File: src/rtl/mcg_pkg.sv
// Package for the midpoint circle generator.
// Holds the request codes, register indexes, constants and shared structs.
// No dependencies; the stepper, emitter and top level refer to it by scoped names.
package mcg_pkg;

   typedef enum logic {
      REQ_START   = 1'b0,
      REQ_ADVANCE = 1'b1
   } req_kind_type;

   typedef enum logic {
      CSR_SCREEN_MAX_X = 1'b0,
      CSR_SCREEN_MAX_Y = 1'b1
   } csr_index_type;

   localparam logic [7:0]  SCREEN_MAX_X_RESET = 8'd127;
   localparam logic [7:0]  SCREEN_MAX_Y_RESET = 8'd63;
   localparam logic [11:0] DEC_START_BIAS     = 12'd3;
   localparam logic [11:0] DEC_STEP_INNER     = 12'd6;
   localparam logic [11:0] DEC_STEP_DIAG      = 12'd10;
   localparam logic [2:0]  LAST_OCTANT        = 3'd7;

   typedef struct packed {
      logic [7:0] max_x;
      logic [7:0] max_y;
   } limits_type;

   typedef struct packed {
      logic [7:0] col;
      logic [7:0] row;
      logic [7:0] off_a;
      logic [7:0] off_b;
      logic       done;
      logic       idle;
   } job_type;

   typedef struct packed {
      logic       busy;
      logic [2:0] octant;
   } emit_status_type;

endpackage

File: src/rtl/mcg_req_if.sv
// Request channel of the midpoint circle generator: valid/ready plus payload.
// Standalone; field widths follow the request format.
interface mcg_req_if;
   logic       valid;
   logic       ready;
   logic       req_type;
   logic [7:0] center_x;
   logic [7:0] center_y;
   logic [7:0] radius;

   modport source (output valid, output req_type, output center_x, output center_y,
                   output radius, input ready);
   modport sink   (input valid, input req_type, input center_x, input center_y,
                   input radius, output ready);
endinterface

File: src/rtl/mcg_rsp_if.sv
// Response channel of the midpoint circle generator: valid/ready plus one point.
// Standalone; field widths follow the response format.
interface mcg_rsp_if;
   logic       valid;
   logic       ready;
   logic [7:0] point_x;
   logic [7:0] point_y;
   logic       point_valid;
   logic       on_screen;
   logic       last_of_step;
   logic       circle_done;

   modport source (output valid, output point_x, output point_y, output point_valid,
                   output on_screen, output last_of_step, output circle_done,
                   input ready);
   modport sink   (input valid, input point_x, input point_y, input point_valid,
                   input on_screen, input last_of_step, input circle_done,
                   output ready);
endinterface

File: src/rtl/mcg_stepper.sv
// Circle state and midpoint step: takes requests and hands one job per request.
// Depends on mcg_pkg and mcg_req_if.
module mcg_stepper (
   input  logic             clock,
   input  logic             reset,
   mcg_req_if.sink          req_bus,
   input  logic             job_ready,
   output mcg_pkg::job_type job,
   output logic             job_load
);

   logic [7:0]  col_ff, col_in;
   logic [7:0]  row_ff, row_in;
   logic [7:0]  off_a_ff, off_a_in;
   logic [7:0]  off_b_ff, off_b_in;
   logic [11:0] decision_ff, decision_in;
   logic        running_ff, running_in;
   logic [11:0] step_diag;
   logic [11:0] step_inner;

   assign req_bus.ready = job_ready;
   assign job_load      = req_bus.valid && job_ready;

   assign step_inner = decision_ff + {2'b00, off_a_ff, 2'b00} + mcg_pkg::DEC_STEP_INNER;
   assign step_diag  = decision_ff + {2'b00, off_a_ff, 2'b00} - {2'b00, off_b_ff, 2'b00}
                       + mcg_pkg::DEC_STEP_DIAG;

   always_comb begin
      col_in      = col_ff;
      row_in      = row_ff;
      off_a_in    = off_a_ff;
      off_b_in    = off_b_ff;
      decision_in = decision_ff;
      running_in  = running_ff;
      job.idle    = 1'b0;
      if (mcg_pkg::req_kind_type'(req_bus.req_type) == mcg_pkg::REQ_START) begin
         col_in      = req_bus.center_x;
         row_in      = req_bus.center_y;
         off_a_in    = 8'd0;
         off_b_in    = req_bus.radius;
         decision_in = mcg_pkg::DEC_START_BIAS - {3'b000, req_bus.radius, 1'b0};
         running_in  = req_bus.radius != 8'd0;
      end else if (!running_ff) begin
         job.idle = 1'b1;
      end else begin
         if (decision_ff[11]) begin
            decision_in = step_inner;
         end else begin
            decision_in = step_diag;
            off_b_in    = off_b_ff - 8'd1;
         end
         off_a_in   = off_a_ff + 8'd1;
         running_in = off_a_in < off_b_in;
      end
      job.col   = col_in;
      job.row   = row_in;
      job.off_a = off_a_in;
      job.off_b = off_b_in;
      job.done  = !running_in;
   end

   always_ff @(posedge clock) begin
      if (reset) begin
         col_ff      <= 8'd0;
         row_ff      <= 8'd0;
         off_a_ff    <= 8'd0;
         off_b_ff    <= 8'd0;
         decision_ff <= 12'd0;
         running_ff  <= 1'b0;
      end else if (job_load) begin
         col_ff      <= col_in;
         row_ff      <= row_in;
         off_a_ff    <= off_a_in;
         off_b_ff    <= off_b_in;
         decision_ff <= decision_in;
         running_ff  <= running_in;
      end
   end

endmodule

File: src/rtl/mcg_emitter.sv
// Job register, octant counter and response register: one point per cycle while the receiver is ready.
// Depends on mcg_pkg and mcg_rsp_if.
module mcg_emitter (
   input  logic                     clock,
   input  logic                     reset,
   input  mcg_pkg::limits_type      limits,
   input  mcg_pkg::job_type         job,
   input  logic                     job_load,
   output logic                     job_ready,
   output mcg_pkg::emit_status_type status,
   mcg_rsp_if.source                rsp_bus
);

   mcg_pkg::job_type job_ff;
   logic             job_valid_ff, job_valid_in;
   logic [2:0]       octant_ff, octant_in;
   logic             rsp_valid_ff;
   logic [7:0]       point_x_ff, point_x_in;
   logic [7:0]       point_y_ff, point_y_in;
   logic             point_valid_ff, point_valid_in;
   logic             on_screen_ff, on_screen_in;
   logic             last_ff, last_in;
   logic             done_ff;
   logic             out_load;
   logic [7:0]       x_plus_a, x_plus_b, x_minus_a, x_minus_b;
   logic [7:0]       y_plus_a, y_plus_b, y_minus_a, y_minus_b;

   assign out_load  = job_valid_ff && (!rsp_valid_ff || rsp_bus.ready);
   assign last_in   = job_ff.idle || (octant_ff == mcg_pkg::LAST_OCTANT);
   assign job_ready = !job_valid_ff || (out_load && last_in);

   assign x_plus_a  = job_ff.col + job_ff.off_a;
   assign x_plus_b  = job_ff.col + job_ff.off_b;
   assign x_minus_a = job_ff.col - job_ff.off_a;
   assign x_minus_b = job_ff.col - job_ff.off_b;
   assign y_plus_a  = job_ff.row + job_ff.off_a;
   assign y_plus_b  = job_ff.row + job_ff.off_b;
   assign y_minus_a = job_ff.row - job_ff.off_a;
   assign y_minus_b = job_ff.row - job_ff.off_b;

   always_comb begin
      case (octant_ff)
         3'd0: begin point_x_in = x_plus_b;  point_y_in = y_plus_a;  end
         3'd1: begin point_x_in = x_plus_a;  point_y_in = y_plus_b;  end
         3'd2: begin point_x_in = x_minus_a; point_y_in = y_plus_b;  end
         3'd3: begin point_x_in = x_minus_b; point_y_in = y_plus_a;  end
         3'd4: begin point_x_in = x_minus_b; point_y_in = y_minus_a; end
         3'd5: begin point_x_in = x_minus_a; point_y_in = y_minus_b; end
         3'd6: begin point_x_in = x_plus_a;  point_y_in = y_minus_b; end
         default: begin point_x_in = x_plus_b; point_y_in = y_minus_a; end
      endcase
      point_valid_in = !job_ff.idle;
      if (job_ff.idle) begin
         point_x_in = 8'd0;
         point_y_in = 8'd0;
      end
      on_screen_in = point_valid_in && (point_x_in <= limits.max_x)
                     && (point_y_in <= limits.max_y);
   end

   always_comb begin
      job_valid_in = job_valid_ff;
      octant_in    = octant_ff;
      if (job_load) begin
         job_valid_in = 1'b1;
         octant_in    = 3'd0;
      end else if (out_load) begin
         octant_in = octant_ff + 3'd1;
         if (last_in) begin
            job_valid_in = 1'b0;
         end
      end
   end

   always_ff @(posedge clock) begin
      if (reset) begin
         job_valid_ff <= 1'b0;
         octant_ff    <= 3'd0;
         rsp_valid_ff <= 1'b0;
      end else begin
         job_valid_ff <= job_valid_in;
         octant_ff    <= octant_in;
         if (out_load) begin
            rsp_valid_ff <= 1'b1;
         end else if (rsp_bus.ready) begin
            rsp_valid_ff <= 1'b0;
         end
      end
   end

   always_ff @(posedge clock) begin
      if (job_load) begin
         job_ff <= job;
      end
      if (out_load) begin
         point_x_ff     <= point_x_in;
         point_y_ff     <= point_y_in;
         point_valid_ff <= point_valid_in;
         on_screen_ff   <= on_screen_in;
         last_ff        <= last_in;
         done_ff        <= job_ff.done;
      end
   end

   assign status.busy   = job_valid_ff;
   assign status.octant = octant_ff;

   assign rsp_bus.valid        = rsp_valid_ff;
   assign rsp_bus.point_x      = point_x_ff;
   assign rsp_bus.point_y      = point_y_ff;
   assign rsp_bus.point_valid  = point_valid_ff;
   assign rsp_bus.on_screen    = on_screen_ff;
   assign rsp_bus.last_of_step = last_ff;
   assign rsp_bus.circle_done  = done_ff;

endmodule

File: src/rtl/midpoint_circle_generator.sv
// Top level of the midpoint circle generator: screen limit registers,
// midpoint stepper and point emitter. Depends on mcg_pkg, mcg_req_if,
// mcg_rsp_if, mcg_stepper and mcg_emitter.
//
// Use: a start request (req_type 0) loads centre and radius and yields the
// eight mirrored points of offset (0, radius). Each advance request (req_type 1)
// runs one midpoint step and yields the eight mirrored points of the new
// offsets; circle_done marks the step after which no further step remains.
// An advance with no circle in progress yields one response with
// point_valid low, last_of_step and circle_done high. last_of_step flags the
// final response of every request.
// The first response of a request passes the job register and then the
// response register. Throughput: one response per cycle while the receiver
// is ready; a point request holds the emitter for one response per octant,
// an idle advance for a single response. The next request is accepted in the
// cycle the previous one's last point enters the response register.
// Reset clears the circle state and the channels and restores the screen
// limits to largest column 127 and largest row 63. When the receiver stalls,
// the response register holds its point and the octant counter waits; requests
// stall once the pending job has not yet emitted its last point.
module midpoint_circle_generator (
   input  logic      clock,
   input  logic      reset,
   mcg_req_if.sink   req_bus,
   mcg_rsp_if.source rsp_bus,
   input  logic      csr_write_en,
   input  logic      csr_index,
   input  logic [7:0] csr_wdata
);

   mcg_pkg::limits_type      limits_ff;
   mcg_pkg::job_type         job;
   mcg_pkg::emit_status_type status;
   logic                     job_load;
   logic                     job_ready;

   always_ff @(posedge clock) begin
      if (reset) begin
         limits_ff.max_x <= mcg_pkg::SCREEN_MAX_X_RESET;
         limits_ff.max_y <= mcg_pkg::SCREEN_MAX_Y_RESET;
      end else if (csr_write_en) begin
         case (mcg_pkg::csr_index_type'(csr_index))
            mcg_pkg::CSR_SCREEN_MAX_X: limits_ff.max_x <= csr_wdata;
            mcg_pkg::CSR_SCREEN_MAX_Y: limits_ff.max_y <= csr_wdata;
            default: limits_ff <= limits_ff;
         endcase
      end
   end

   mcg_stepper u_stepper (
      .clock     (clock),
      .reset     (reset),
      .req_bus   (req_bus),
      .job_ready (job_ready),
      .job       (job),
      .job_load  (job_load)
   );

   mcg_emitter u_emitter (
      .clock     (clock),
      .reset     (reset),
      .limits    (limits_ff),
      .job       (job),
      .job_load  (job_load),
      .job_ready (job_ready),
      .status    (status),
      .rsp_bus   (rsp_bus)
   );

   a_idle_result_closes: assert property (@(posedge clock) disable iff (reset)
      rsp_bus.valid && !rsp_bus.point_valid |-> rsp_bus.last_of_step && rsp_bus.circle_done)
      else $error("idle response without last_of_step and circle_done");

   a_on_screen_needs_point: assert property (@(posedge clock) disable iff (reset)
      rsp_bus.valid && rsp_bus.on_screen |-> rsp_bus.point_valid)
      else $error("on_screen set on a response without a point");

   a_accept_starts_job: assert property (@(posedge clock) disable iff (reset)
      job_load |=> status.busy && status.octant == 3'd0)
      else $error("accepted request did not load the emitter");

   a_ready_only_at_end: assert property (@(posedge clock) disable iff (reset)
      status.busy && !job.idle && status.octant != mcg_pkg::LAST_OCTANT
      && !u_emitter.job_ff.idle |-> !job_ready)
      else $error("request accepted before the pending job finished");

endmodule
File: src/flat_wrapper.sv
// flat-port wrapper written by rule: the top's interface ports become plain ports
module midpoint_circle_generator_flat 
  (clock, reset, csr_write_en, csr_index, csr_wdata, req_bus_valid, req_bus_req_type, req_bus_center_x, req_bus_center_y, req_bus_radius, req_bus_ready, rsp_bus_valid, rsp_bus_point_x, rsp_bus_point_y, rsp_bus_point_valid, rsp_bus_on_screen, rsp_bus_last_of_step, rsp_bus_circle_done, rsp_bus_ready);
  mcg_req_if req_bus_i ();
  mcg_rsp_if rsp_bus_i ();
  input  logic clock;
  input  logic reset;
  input  logic csr_write_en;
  input  logic csr_index;
  input  logic [7:0] csr_wdata;
  input wire logic [$bits(req_bus_i.valid)-1:0] req_bus_valid;
  input wire logic [$bits(req_bus_i.req_type)-1:0] req_bus_req_type;
  input wire logic [$bits(req_bus_i.center_x)-1:0] req_bus_center_x;
  input wire logic [$bits(req_bus_i.center_y)-1:0] req_bus_center_y;
  input wire logic [$bits(req_bus_i.radius)-1:0] req_bus_radius;
  output wire logic [$bits(req_bus_i.ready)-1:0] req_bus_ready;
  output wire logic [$bits(rsp_bus_i.valid)-1:0] rsp_bus_valid;
  output wire logic [$bits(rsp_bus_i.point_x)-1:0] rsp_bus_point_x;
  output wire logic [$bits(rsp_bus_i.point_y)-1:0] rsp_bus_point_y;
  output wire logic [$bits(rsp_bus_i.point_valid)-1:0] rsp_bus_point_valid;
  output wire logic [$bits(rsp_bus_i.on_screen)-1:0] rsp_bus_on_screen;
  output wire logic [$bits(rsp_bus_i.last_of_step)-1:0] rsp_bus_last_of_step;
  output wire logic [$bits(rsp_bus_i.circle_done)-1:0] rsp_bus_circle_done;
  input wire logic [$bits(rsp_bus_i.ready)-1:0] rsp_bus_ready;
  assign req_bus_i.valid = req_bus_valid;
  assign req_bus_i.req_type = req_bus_req_type;
  assign req_bus_i.center_x = req_bus_center_x;
  assign req_bus_i.center_y = req_bus_center_y;
  assign req_bus_i.radius = req_bus_radius;
  assign req_bus_ready = req_bus_i.ready;
  assign rsp_bus_valid = rsp_bus_i.valid;
  assign rsp_bus_point_x = rsp_bus_i.point_x;
  assign rsp_bus_point_y = rsp_bus_i.point_y;
  assign rsp_bus_point_valid = rsp_bus_i.point_valid;
  assign rsp_bus_on_screen = rsp_bus_i.on_screen;
  assign rsp_bus_last_of_step = rsp_bus_i.last_of_step;
  assign rsp_bus_circle_done = rsp_bus_i.circle_done;
  assign rsp_bus_i.ready = rsp_bus_ready;
  midpoint_circle_generator u_core (.clock(clock), .reset(reset), .req_bus(req_bus_i), .rsp_bus(rsp_bus_i), .csr_write_en(csr_write_en), .csr_index(csr_index), .csr_wdata(csr_wdata));
endmodule
File: config.mk
export PLATFORM = sky130hd
export DESIGN_NAME = midpoint_circle_generator_flat
export DESIGN_NICKNAME = d
export VERILOG_FILES = /design/src/rtl/mcg_pkg.sv /design/src/rtl/mcg_req_if.sv /design/src/rtl/mcg_rsp_if.sv /design/src/rtl/mcg_stepper.sv /design/src/rtl/mcg_emitter.sv /design/src/rtl/midpoint_circle_generator.sv /design/src/flat_wrapper.sv
export SDC_FILE = /design/constraint.sdc
export NUM_CORES = 1
export LEC_CHECK = 0
export ABC_AREA = 0
export BUFFER_PORTS_ARGS = -buffer_cell sky130_fd_sc_hd__buf_4
export CAP_MARGIN = 20
export CORE_UTILIZATION = 56
export CTS_BUF_LIST = sky130_fd_sc_hd__clkbuf_16
export DETAILED_ROUTE_END_ITERATION = 10
export PLACE_DENSITY = 0.81
export SYNTH_ARGS = -nofsm -noshare
export SYNTH_HDL_FRONTEND = slang
export SYNTH_SLANG_ARGS = --single-unit
File: constraint.sdc
create_clock -name clock -period 4.3 [get_ports clock]
set_clock_uncertainty 0.1 [all_clocks]
set_input_delay 0 -clock clock [delete_from_list [all_inputs] [get_ports clock]]
set_output_delay 0 -clock clock [all_outputs]
set_load 0.01 [all_outputs]
==> summary.md, run 1 <==
| Metric | Value |
|---|---|
| Final GP Congestion | `0.941` |
| #FFs+latches synth | `between 100 and 150` |
| Core area | `around 14000 µm²` |
| Worst Setup SP | `u_core.u_emitter.job_ff[10]` |
| Outcome | `finished, violations left` |
| Most common cell in the netlist | `nand2_1` |
| Simple-gate share of the synthesized area | `between 10% and 20%` |
| Final routed DRC violation total | `0` |
| Remaining antenna violation count | `0` |
| Fraction of registers with async set/reset | `0%` |
| Synth Area in Compound Gates | `approximately 17%` |
| Ys Warns | `0` |
| Initial Utilization | `about three fifths` |
| Total gr overflow | `0` |
| Clock sinks | `119` |
| Die area | `about 15000 µm²` |
| Synth cell types | `between 60 and 70` |
| GRT met1 Usage | `between 30% and 40%` |
| Pint | `2.59 mW` |
| Adder-Cell Fraction of Synth Area | `between 10% and 20%` |
| Crit end category | `flop` |
| Syn_nets | `approximately 1100` |
| Share of cells above drive strength 1 | `18.2%` |
| Syn Std Cell Area | `between 8000 and 9000 µm²` |
| Combinational share of power | `a little under a third` |
| Nets | `roughly 1200` |
| M2 GR Usage | `about half` |
| Startpoint types | `flop` |
| CP Max Fanout | `4` |
| Number of global-route vias before repair | `7223` |
| Slew Viols, Final | `0` |
| Drt wl/cell | `18.0 µm` |
| Fin crit share | `101%` |
| RR Startpoint | `u_core.u_emitter.job_ff[10]` |
| F_max | `approximately 0.23 GHz` |
| Largest family of logic cells by synthesized area | `simple AND/OR/NAND/NOR gates` |
| DIE HEIGHT | `approximately 120 µm` |
| Area share of the largest cell type after synthesis | `approximately a fifth` |
| CTS tree | `done` |
| Yosys top cell by area | `edfxtp_1` |
| Final hold vios | `0` |
| Clk buf depth | `2` |
| Ant diodes | `0` |
| CP Class | `reg -> reg` |
| Cell Pwr Density | `between 300 and 400 nW/µm²` |
| Fill count | `996` |
| Max VDD drop | `approximately 420 µV` |
| Sequential power share | `35.6%` |
| Avg Inst Size Synth | `8.60 µm²` |
| HPWL Detailed | `roughly 15000 µm` |
| Vias/cell | `6.06` |
| Maxcap violations | `0` |
| Critical Path RT | `4.45 ns` |
| Final worst setup slack | `-0.0440 ns` |
| Row count | `43` |
| Global-route wire length before repair | `35600 µm` |
| Post-synthesis xor/xnor area fraction | `roughly 7%` |
| Sw frac | `between 30% and 40%` |
| Switching power | `1.26 mW` |
| Synth Instances | `between 900 and 1000` |
| Count of input and output buffers | `60` |
| Io pins | `between 60 and 70` |
| Top post-synthesis cells by area | `edfxtp_1, dfxtp_1, ha_1` |
| Fin crit period | `~4.3 ns` |
| Number of synthesized flops with an enable pin | `54` |
| Synthesis-to-layout area growth | `22.6%` |
| CTS H-tree depth | `4` |
| Hold crit path type | `in -> reg` |
| Via count | `7660` |
| Slew @ Worst Pin | `roughly 0.98 ns` |
| Final Total Pwr | `roughly 3.8 mW` |
| Design area | `~10000 µm²` |
| # setup viols final | `1` |
| Top FF cell, synth | `dfxtp_1` |
| Setup TNS | `-0.0440 ns` |
| Tot GR Track Use | `a little under a third` |
| Post-synthesis mux area share | `roughly 4.4%` |
| Met3 Track Usage GR | `between 7 and 8%` |
| Leading cell types by count after synthesis | `nand2_1, a21oi_1, ha_1` |
| First-pass DRT Iterations | `6` |
| CTS Buf Count | `17` |
| Register area share after synthesis | `35.5%` |
| Min-delay src | `req_bus_req_type` |
| Initial antenna violation count | `0` |
| Clk network pwr share | `~34%` |
| Unrepaired setup endpoints after global routing | `yes` |
| Leak | `approximately 4.3 nW` |
| Max-Slew Margin vs Limit | `34.7%` |
| Root buffer cell | `clkbuf_16` |
| Drt first-iter violations | `between 800 and 900` |
| Failing checks | `setup timing` |
| Post-place instance area | `~9000 µm²` |
| Global routing's busiest layer | `met2` |
| Clock slew seen by the registers of the worst setup and hold paths | `around 0.060 ns` |
| Pin count of the biggest net entering global routing | `61` |
| Critical Path AT | `roughly 4.5 ns` |
| Die Wd | `between 100 and 150 µm` |
| WL final | `roughly 23000 µm` |
| Clk Latency, worst-skew pair | `between 0.4 and 0.5 ns` |
-- kinds of logic after synthesis --
kind of cell | count (synthesis)
XOR/XNOR | 66
multiplexers | 31
AND/OR/NAND/NOR | 339
flip-flops | 119
adder cells (fa/ha/maj) | 77
buffers and inverters | 107
AO/OA/AOI/OAI | 220
-- power groups by stage --
stage	combinational, mW	sequential [mW]	clock [mW]
after global placement	1.02	1.38	0
after floorplan	0.751	1.36	0
after detailed placement	1.04	1.38	0
after global routing	1.28	1.38	1.38
after CTS	1.09	1.36	1.32
final	1.16	1.37	1.31
-- per-stage QoR --
stage	std cells	worst slack, ns	hold slack (ns)	utilization, %
2_1_floorplan	959	0.234	0.0285	-
3_3_place_gp	1188	0.108	0.138	63.7
3_5_place_dp	1188	-0.0246	0.146	63.7
4_1_cts	1261	0.0213	0.124	70.5
5_1_grt	1265	-0.207	0.146	71.7
6_report	1265	-0.0440	0.149	71.7
-- final cells by class --
class	count	area, µm²	share of cell area, %
Multi-Input combinational cell	733	5030	49.8
Timing Repair Buffer	137	1130	11.2
Clock inverter	14	101	1.00
Inverter	64	240	2.38
Tap cell	180	225	2.23
Sequential cell	119	2930	29.0
Clock buffer	18	450	4.46
-- metal layers --
metal / up-vias / wire, µm / share of wire (%)
met4: 0 / 745 / 3.3
met1: 3555 / 9470 / 42
met5: - / 0 / 0
li1: 3634 / - / -
met3: 77 / 2000 / 8.8
met2: 394 / 10500 / 46
-- worst max-delay path, cell delays in order (launching register included) --
cell and delay, ns:
edfxtp_1 0.41, inv_2 0.11, ha_4 0.14, or2b_1 0.12, o22ai_1 0.09, o21a_1 0.18
a211o_1 0.29, a21oi_2 0.12, nor2_1 0.06, a21oi_1 0.13, ha_1 0.29, nor2b_4 0.15
o21ai_1 0.16, nand2b_1 0.12, a21o_1 0.21, a21oi_2 0.16, xor2_1 0.22, nor2_1 0.09
ha_1 0.35, a21o_1 0.17, a21oi_2 0.14, o21ai_1 0.08, o21a_1 0.12, a211oi_2 0.15
-- flip-flops by register name (all words and copies together) (netlist names) --
name and count:
u_core.u_stepper.decision_ff 11, u_core.u_emitter.rsp_bus.point_valid 1, u_core.u_emitter.rsp_bus.last_of_step 1, u_core.limits_ff 16, u_core.u_emitter.octant_ff 3, u_core.u_emitter.rsp_bus.point_x 8
u_core.u_emitter.rsp_bus.circle_done 1, u_core.u_stepper.running_ff 1, u_core.u_stepper.col_ff 8, u_core.u_stepper.row_ff 8, u_core.u_stepper.off_b_ff 8, u_core.u_emitter.rsp_bus.valid 1
u_core.u_emitter.rsp_bus.on_screen 1, u_core.u_stepper.off_a_ff 8, u_core.u_emitter.job_ff 34, u_core.u_emitter.rsp_bus.point_y 8, u_core.u_emitter.job_valid_ff 1
-- final timing paths --
path                                     endpoint  slack (ns)  cells past startpoint
max reg2reg    u_core.u_emitter.rsp_bus.on_screen       -0.04                     23
max            u_core.u_emitter.rsp_bus.on_screen       -0.04                     23
min               u_core.u_stepper.decision_ff[7]        0.15                      3
min reg2reg  u_core.u_emitter.rsp_bus.circle_done        0.32                      0
-- cells in the final DEF (no fill, tap or decap), drive strengths merged, types with 4 or more instances in the layout --
master / count
or3: 10
nor4: 7
a211oi: 8
nor2: 72
mux2i: 9
xor2: 27
and3: 7
a21o: 11
a31oi: 9
nand3: 26
nand2b: 9
clkinv: 7
mux2: 20
buf: 97
nor3b: 5
ha: 74
a221oi: 5
or2: 4
dlygate4sd3: 40
and2: 10
inv: 68
o21a: 5
dfxtp: 65
a21oi: 84
xnor2: 39
edfxtp: 54
nor3: 28
o211ai: 14
nand4: 7
o21ai: 51
nand2: 130
clkbuf: 18
nor2b: 15
-- what timing repair did --
item / in CTS / in global routing
setup endpoints to repair: 1 / 1
gates resized for setup: 3 / 35
hold buffers: 40 / 0
pin swaps: 3 / 15
hold endpoints to repair: 70 / 0
buffers inserted: 1 / 4
No activity file was read; power rests on OpenSTA's default activity.
==> inputs of run 2 (changes only) <==
--- a/config.mk
+++ b/config.mk
@@ -8,8 +8,8 @@
 export ABC_AREA = 0
 export BUFFER_PORTS_ARGS = -buffer_cell sky130_fd_sc_hd__buf_4
 export CAP_MARGIN = 20
+export CORE_MARGIN = 4
 export CORE_UTILIZATION = 56
-export CTS_BUF_LIST = sky130_fd_sc_hd__clkbuf_16
 export DETAILED_ROUTE_END_ITERATION = 10
 export PLACE_DENSITY = 0.81
 export SYNTH_ARGS = -nofsm -noshare
==> summary.md, run 2 (same netlist as run 1, synthesis figures left out) <==
| Metric | Value |
|---|---|
| F_max | `0.234 GHz (was 0.230 GHz)` |
| Slew @ Worst Pin | `1.01 ns (was 0.978 ns)` |
| Top layer used by detailed routing | `met4 (unchanged)` |
| DIE HEIGHT | `129 µm (was 123 µm)` |
| Cell Pwr Density | `402 nW/µm² (was 381 nW/µm²)` |
| CP cell instances | `or3_4 > or3_4 > a311o_1 > o21ai_2 > o211ai_1 > a21oi_1 > o2bb2a_2 > ha_4 > nor3_2 > nor2_1 > o41ai_2 > xnor2_1 > xnor2_1 > nor2_1 > ha_1 > nand4_1 > o21ai_1 > o21a_1 > a211oi_2 (was inv_2 > ha_4 > or2b_1 > o22ai_1 > o21a_1 > a211o_1 > a21oi_2 > nor2_1 > a21oi_1 > ha_1 > nor2b_4 > o21ai_1 > nand2b_1 > a21o_1 > a21oi_2 > xor2_1 > nor2_1 > ha_1 > a21o_1 > a21oi_2 > o21ai_1 > o21a_1 > a211oi_2)` |
| Vias/cell | `6.07 (was 6.06)` |
| Crit path largest cell delay | `0.45 ns (was 0.41 ns)` |
| # setup viols final | `0 (was 1)` |
| WL met2 | `11000 µm (was 10500 µm)` |
| HPWL Detailed | `15400 µm (was 15200 µm)` |
| Setup slack on the worst flop-to-flop path | `0.02 ns (was -0.04 ns)` |
| Slowest cell on the critical path | `edfxtp_1 (unchanged)` |
| Wire length on met3 | `1710 µm (was 2000 µm)` |
| R2R Path End | `u_core.u_emitter.rsp_bus.on_screen (unchanged)` |
| CTS Buf Count | `17 (unchanged)` |
| CP Max Fanout | `5 (was 4)` |
| Hold crit path type | `in -> reg (unchanged)` |
| Die Wd | `129 µm (was 123 µm)` |
| Largest regs | `u_core.u_emitter.job_ff (34), u_core.limits_ff (16), u_core.u_stepper.decision_ff (11) (unchanged)` |
| Clk network pwr share | `38.0% (was 34.1%)` |
| R2R depth | `19 (was 23)` |
| Root buffer cell | `clkbuf_16 (unchanged)` |
| Initial antenna violation count | `0 (unchanged)` |
| Pint | `2.79 mW (was 2.59 mW)` |
| Combinational share of power | `28.3% (was 30.3%)` |
| Final GP Congestion | `0.967 (was 0.941)` |
| Clk Latency, worst-skew pair | `0.43 ns (was 0.42 ns)` |
| Io pins | `61 (unchanged)` |
| Drt first-iter violations | `848 (was 874)` |
| Max-Slew Margin vs Limit | `32.6% (was 34.7%)` |
| CTS H-tree depth | `4 (unchanged)` |
| Fill count | `1071 (was 996)` |
| Total gr overflow | `0 (unchanged)` |
| Design area | `10100 µm² (about the same)` |
| Post-place instance area | `8960 µm² (was 8970 µm²)` |
| Count of input and output buffers | `60 (unchanged)` |
| Ant diodes | `0 (unchanged)` |
| Fin crit share | `99.4% (was 101%)` |
| Post-layout util | `69.9% (was 71.7%)` |
| Hold EP | `u_core.u_stepper.decision_ff[7] (unchanged)` |
| Drt wl/cell | `18.4 µm (was 18.0 µm)` |
| Slew Viols, Final | `0 (unchanged)` |
| Critical Path RT | `4.34 ns (was 4.45 ns)` |
| Crit end category | `flop (unchanged)` |
| Most frequent cells in the layout | `nand2_1, buf_4, a21oi_1, ha_1, nor2_1 (was nand2_1, buf_4, a21oi_1, nor2_1, ha_1)` |
| Share of cells above drive strength 1 | `17.2% (was 18.2%)` |
| Hold Path Cell Cnt | `3 (unchanged)` |
| Largest Register | `u_core.u_emitter.job_ff (unchanged)` |
| Synthesis-to-layout area growth | `22.7% (was 22.6%)` |
| Via count | `7655 (was 7660)` |
| Critical Path AT | `4.32 ns (was 4.50 ns)` |
| Startpoint types | `flop (unchanged)` |
| WL final | `23300 µm (was 22700 µm)` |
| Fin crit period | `4.28 ns (was 4.34 ns)` |
| Pin count of the biggest net entering global routing | `61 (unchanged)` |
| Wl on met1 | `9760 µm (was 9470 µm)` |
| Number of global-route vias before repair | `7143 (was 7223)` |
| Clock sinks | `119 (unchanged)` |
| Min-delay src | `req_bus_req_type (unchanged)` |
| Unrepaired setup endpoints after global routing | `yes (unchanged)` |
| Max reg flops | `34 (unchanged)` |
| Max VDD drop | `375 µV (was 423 µV)` |
| Leak | `4.28 nW (was 4.27 nW)` |
| Global-route wire length before repair | `36400 µm (was 35600 µm)` |
| Clock slew seen by the registers of the worst setup and hold paths | `0.06 ns (about the same)` |
| Sequential power share | `33.6% (was 35.6%)` |
| Tot GR Track Use | `28.1% (was 30.6%)` |
| CP Class | `reg -> reg (unchanged)` |
| Die area | `16700 µm² (was 15200 µm²)` |
| CTS tree | `done (unchanged)` |
| Initial Utilization | `56.9% (was 58.5%)` |
| Row count | `44 (was 43)` |
| Final hold vios | `0 (unchanged)` |
| Final routed DRC violation total | `0 (unchanged)` |
| Remaining antenna violation count | `0 (unchanged)` |
| First-pass DRT Iterations | `7 (was 6)` |
| Sw frac | `31.5% (was 32.7%)` |
| Outcome | `finished clean (was finished, violations left)` |
| Maxcap violations | `0 (unchanged)` |
| RR Startpoint | `u_core.u_emitter.job_ff[11] (was u_core.u_emitter.job_ff[10])` |
| Nets | `1180 (was 1188)` |
| Commonest non-fill, non-tap cell in the layout | `nand2_1 (unchanged)` |
| Clk buf depth | `2 (unchanged)` |
| Core area | `14500 µm² (was 14100 µm²)` |
| Switching power | `1.28 mW (was 1.26 mW)` |
==> run 2: power by group through the flow <==
stage          registers, mW  logic [mW]  clock network (mW)
6_report                1.37        1.15                1.55
4_1_cts                 1.36        1.09                1.55
3_3_place_gp            1.38        1.01                   0
5_1_grt                 1.38        1.26                1.61
3_5_place_dp            1.38        1.04                   0
2_1_floorplan           1.36       0.751                   0
==> run 2: metrics by stage <==
stage / std cells / total power [mW] / setup WS [ns] / setup TNS [ns] / hold WS [ns]
after global placement: 1188 / 2.39 / 0.125 / 0 / 0.135
final: 1261 / 4.07 / 0.0237 / 0 / 0.135
after detailed placement: 1188 / 2.42 / 0.0115 / 0 / 0.142
after floorplan: 959 / 2.11 / 0.234 / 0 / 0.0285
after global routing: 1261 / 4.24 / -0.120 / -0.120 / 0.167
after CTS: 1260 / 4.01 / 0.00826 / 0 / 0.0820
==> run 2: worst max-delay path: cells and delay by family, from the launching register on <==
family                   cells  cell delay, ns
adder cells (fa/ha/maj)      2            0.56
AO/OA/AOI/OAI                9            1.34
XOR/XNOR                     2            0.32
flip-flops                   1            0.45
AND/OR/NAND/NOR              6            1.23
==> run 2: worst max path at each step <==
stage | to | start
global route | u_core.u_emitter.rsp_bus.on_screen | u_core.u_emitter.job_ff[11]
global placement | u_core.u_emitter.rsp_bus.on_screen | u_core.u_emitter.job_ff[11]
detailed placement | u_core.u_emitter.rsp_bus.on_screen | u_core.u_emitter.octant_ff[0]
CTS | u_core.u_emitter.rsp_bus.on_screen | u_core.u_emitter.job_ff[11]
finish | u_core.u_emitter.rsp_bus.on_screen | u_core.u_emitter.job_ff[11]
floorplan | u_core.u_emitter.rsp_bus.on_screen | u_core.u_emitter.job_ff[12]
==> run 2: final cells by class <==
cell class | count | area, µm² | share of cell area, %
sequential | 119 | 2920 | 28.9
timing repair buffer | 129 | 1080 | 10.7
inverter | 64 | 240 | 2.37
tap | 184 | 230 | 2.28
clock buffer | 24 | 601 | 5.94
multi-input combinational | 733 | 4980 | 49.2
clock inverter | 8 | 61.3 | 0.606
==> run 2: repair_timing <==
action / in CTS / in global routing
setup endpoints to repair: 1 / 2
hold endpoints to repair: 76 / 0
setup buffers: 0 / 1
resized for setup: 2 / 28
hold buffers: 40 / 0
pin swaps: 0 / 7
==> run 2: metal layers <==
layer,GRT usage [%],up-vias
met1,37.9,3579
met4,10.9,0
met2,45.5,385
met3,4.70,67
met5,0,-
li1,-,3624
==> inputs of run 3 (changes only) <==
--- a/config.mk
+++ b/config.mk
@@ -8,10 +8,12 @@
 export ABC_AREA = 0
 export BUFFER_PORTS_ARGS = -buffer_cell sky130_fd_sc_hd__buf_4
 export CAP_MARGIN = 20
+export CELL_PAD_IN_SITES_DETAIL_PLACEMENT = 1
+export CELL_PAD_IN_SITES_GLOBAL_PLACEMENT = 1
 export CORE_MARGIN = 4
-export CORE_UTILIZATION = 56
+export CORE_UTILIZATION = 42
 export DETAILED_ROUTE_END_ITERATION = 10
-export PLACE_DENSITY = 0.81
+export PLACE_DENSITY = 0.8
 export SYNTH_ARGS = -nofsm -noshare
 export SYNTH_HDL_FRONTEND = slang
 export SYNTH_SLANG_ARGS = --single-unit
==> summary.md, run 3 (same netlist as run 1, synthesis figures left out) <==
| Metric | Value |
|---|---|
| Outcome | `finished, violations left (was finished clean)` |
| Failing checks | `setup timing` |
| Fin crit period | `4.58 ns (was 4.28 ns)` |
| Max reg flops | `34 (unchanged)` |
| Largest regs | `u_core.u_emitter.job_ff (34), u_core.limits_ff (16), u_core.u_stepper.decision_ff (11) (unchanged)` |
| Slew @ Worst Pin | `1.13 ns (was 1.01 ns)` |
| Unrepaired setup endpoints after global routing | `yes (unchanged)` |
| Total gr overflow | `0 (unchanged)` |
| Final worst setup slack | `-0.278 ns (was 0.0237 ns)` |
| Most frequent cells in the layout | `nand2_1, buf_4, a21oi_1, nor2_1, ha_1 (was nand2_1, buf_4, a21oi_1, ha_1, nor2_1)` |
| CP top delay family | `compound AO/OA/AOI/OAI gates (unchanged)` |
| Pin count of the biggest net entering global routing | `61 (unchanged)` |
| Vias/cell | `5.86 (was 6.07)` |
| Fin crit share | `106% (was 99.4%)` |
| Clock sinks | `119 (unchanged)` |
| Share of cells above drive strength 1 | `21.3% (was 17.2%)` |
| CP Class | `reg -> reg (unchanged)` |
| CP cell instances | `inv_2 > ha_4 > or2b_1 > o22ai_2 > o21a_1 > a211o_1 > a21oi_2 > nor2_2 > a21oi_2 > ha_4 > nor2b_4 > o21ai_2 > nand2b_1 > a21o_1 > a21oi_2 > xor2_1 > nor2_1 > ha_1 > a21o_1 > a21oi_2 > o21ai_1 > o21a_1 > a211oi_2 (was or3_4 > or3_4 > a311o_1 > o21ai_2 > o211ai_1 > a21oi_1 > o2bb2a_2 > ha_4 > nor3_2 > nor2_1 > o41ai_2 > xnor2_1 > xnor2_1 > nor2_1 > ha_1 > nand4_1 > o21ai_1 > o21a_1 > a211oi_2)` |
| WL final | `29900 µm (was 23300 µm)` |
| Final routed DRC violation total | `0 (unchanged)` |
| Root buffer cell | `clkbuf_16 (unchanged)` |
| First-pass DRT Iterations | `5 (was 7)` |
| Core area | `19000 µm² (was 14500 µm²)` |
| Via count | `8013 (was 7655)` |
| Die Wd | `148 µm (was 129 µm)` |
| Hold WS | `0.127 ns (was 0.135 ns)` |
| Final GP Congestion | `0.894 (was 0.967)` |
| Cell Pwr Density | `393 nW/µm² (was 402 nW/µm²)` |
| Largest Register | `u_core.u_emitter.job_ff (unchanged)` |
| Synthesis-to-layout area growth | `27.1% (was 22.7%)` |
| CTS tree | `done (unchanged)` |
| Most frequent CP cell | `a21oi_2` |
| Dpl ws | `-0.161 ns (was 0.0115 ns)` |
| Commonest non-fill, non-tap cell in the layout | `nand2_1 (unchanged)` |
| Critical Path AT | `4.72 ns (was 4.32 ns)` |
| Die area | `21900 µm² (was 16700 µm²)` |
| Placed cell count | `1281 (was 1188)` |
| Row count | `50 (was 44)` |
| Startpoint types | `flop (unchanged)` |
| Hold crit path type | `in -> reg (unchanged)` |
| Final hold vios | `0 (unchanged)` |
| Global-route wire length before repair | `43900 µm (was 36400 µm)` |
| Slowest cell on the critical path | `edfxtp_1 (unchanged)` |
| Io pins | `61 (unchanged)` |
| Slew Viols, Final | `0 (unchanged)` |
| Clock slew seen by the registers of the worst setup and hold paths | `0.07 ns (was 0.06 ns)` |
| Critical Path RT | `4.44 ns (was 4.34 ns)` |
| CTS H-tree depth | `4 (unchanged)` |
| Max VDD drop | `280 µV (was 375 µV)` |
| CP Max Fanout | `5 (unchanged)` |
| Final instance count without filler cells | `1367 (was 1261)` |
| Drt wl/cell | `21.9 µm (was 18.4 µm)` |
| Crit end category | `flop (unchanged)` |
| Number of global-route vias before repair | `8037 (was 7143)` |
| Nets | `1209 (was 1180)` |
| Initial Utilization | `43.3% (was 56.9%)` |
| Crit path largest cell delay | `0.44 ns (was 0.45 ns)` |
| Tot GR Track Use | `25.3% (was 28.1%)` |
| Post-place instance area | `9170 µm² (was 8960 µm²)` |
| Design area | `10500 µm² (was 10100 µm²)` |
| Remaining antenna violation count | `0 (unchanged)` |
| Max-Slew Margin vs Limit | `24.7% (was 32.6%)` |
| Clk Latency, worst-skew pair | `0.43 ns (about the same)` |
| Maxcap violations | `0 (unchanged)` |
| Clk buf depth | `2 (unchanged)` |
| Drt first-iter violations | `577 (was 848)` |
| F_max | `0.218 GHz (was 0.234 GHz)` |
| Leak | `4.40 nW (was 4.28 nW)` |
| Final Total Pwr | `4.12 mW (was 4.07 mW)` |
| HPWL Detailed | `18700 µm (was 15400 µm)` |
| Bufs and invs on worst path | `1 (was 0)` |
| CTS Buf Count | `17 (unchanged)` |
| Initial antenna violation count | `1 (was 0)` |
| Count of input and output buffers | `60 (unchanged)` |
| # setup viols final | `1 (was 0)` |
| DIE HEIGHT | `148 µm (was 129 µm)` |
[run 3: cell count changes in the layout (fill, tap and decap cells not counted), sizes merged]
| cell | change |
|---|---|
| clkinvlp | +1 |
| buf | +29 |
| inv | +3 |
| diode | +1 |
| bufinv | +1 |
| clkinv | +1 |
| clkbuf | -6 |
[run 3: final cells by class]
class	count	area, µm²
clock inverters	14	136
flip-flops and latches	119	2930
fillers	2224	8540
diodes	1	2.50
clock buffers	18	450
multi-input cells	733	5110
repair buffers	158	1290
well taps	260	325
inverters	64	240
[run 3: worst paths after layout]
check / start / endpoint / slack, ns / cells after the start
worst max-delay path: u_core.u_emitter.job_ff[11] / u_core.u_emitter.rsp_bus.on_screen / -0.28 / 23
worst min-delay path: req_bus_req_type / u_core.u_stepper.decision_ff[7] / 0.13 / 3
worst max register to register: u_core.u_emitter.job_ff[11] / u_core.u_emitter.rsp_bus.on_screen / -0.28 / 23
worst min register to register: u_core.u_emitter.job_ff[1] / u_core.u_emitter.rsp_bus.circle_done / 0.33 / 0
[run 3: tightest hold or removal path, stage by stage]
cell and delay [ns]:
buf_4 0.32, o22ai_1 0.20, nor3_1 0.06
[run 3: power by group]
| group | switching [mW] | total [mW] | internal, mW |
|---|---|---|---|
| logic | 0.724 | 1.29 | 0.565 |
| clock network | 0.615 | 1.46 | 0.843 |
| registers | 0.0860 | 1.38 | 1.29 |
[run 3: routing by layer]
layer | routed length [µm] | up-vias | global-route usage (%)
li1 | - | 3672 | -
met1 | 12700 | 3938 | 33.1
met2 | 14300 | 314 | 42.4
met3 | 1960 | 89 | 5.15
met4 | 991 | 0 | 7.99
met5 | 0 | - | 0
[run 3: per-stage QoR]
step | TNS [ns] | util, %
floorplan | 0 | -
global placement | -0.0126 | 48.2
detailed placement | -0.161 | 48.2
CTS | 0 | 53.6
global route | -0.513 | 55.1
finish | -0.278 | 55.1
[run 3: repair_timing]
item | 4_1_cts | 5_1_grt
hold endpoints to repair | 73 | 0
hold buffers | 40 | 0
pin swaps | 2 | 23
endpoints found under the setup margin | 1 | 2
buffers inserted | 1 | 12
gates resized for setup | 12 | 42
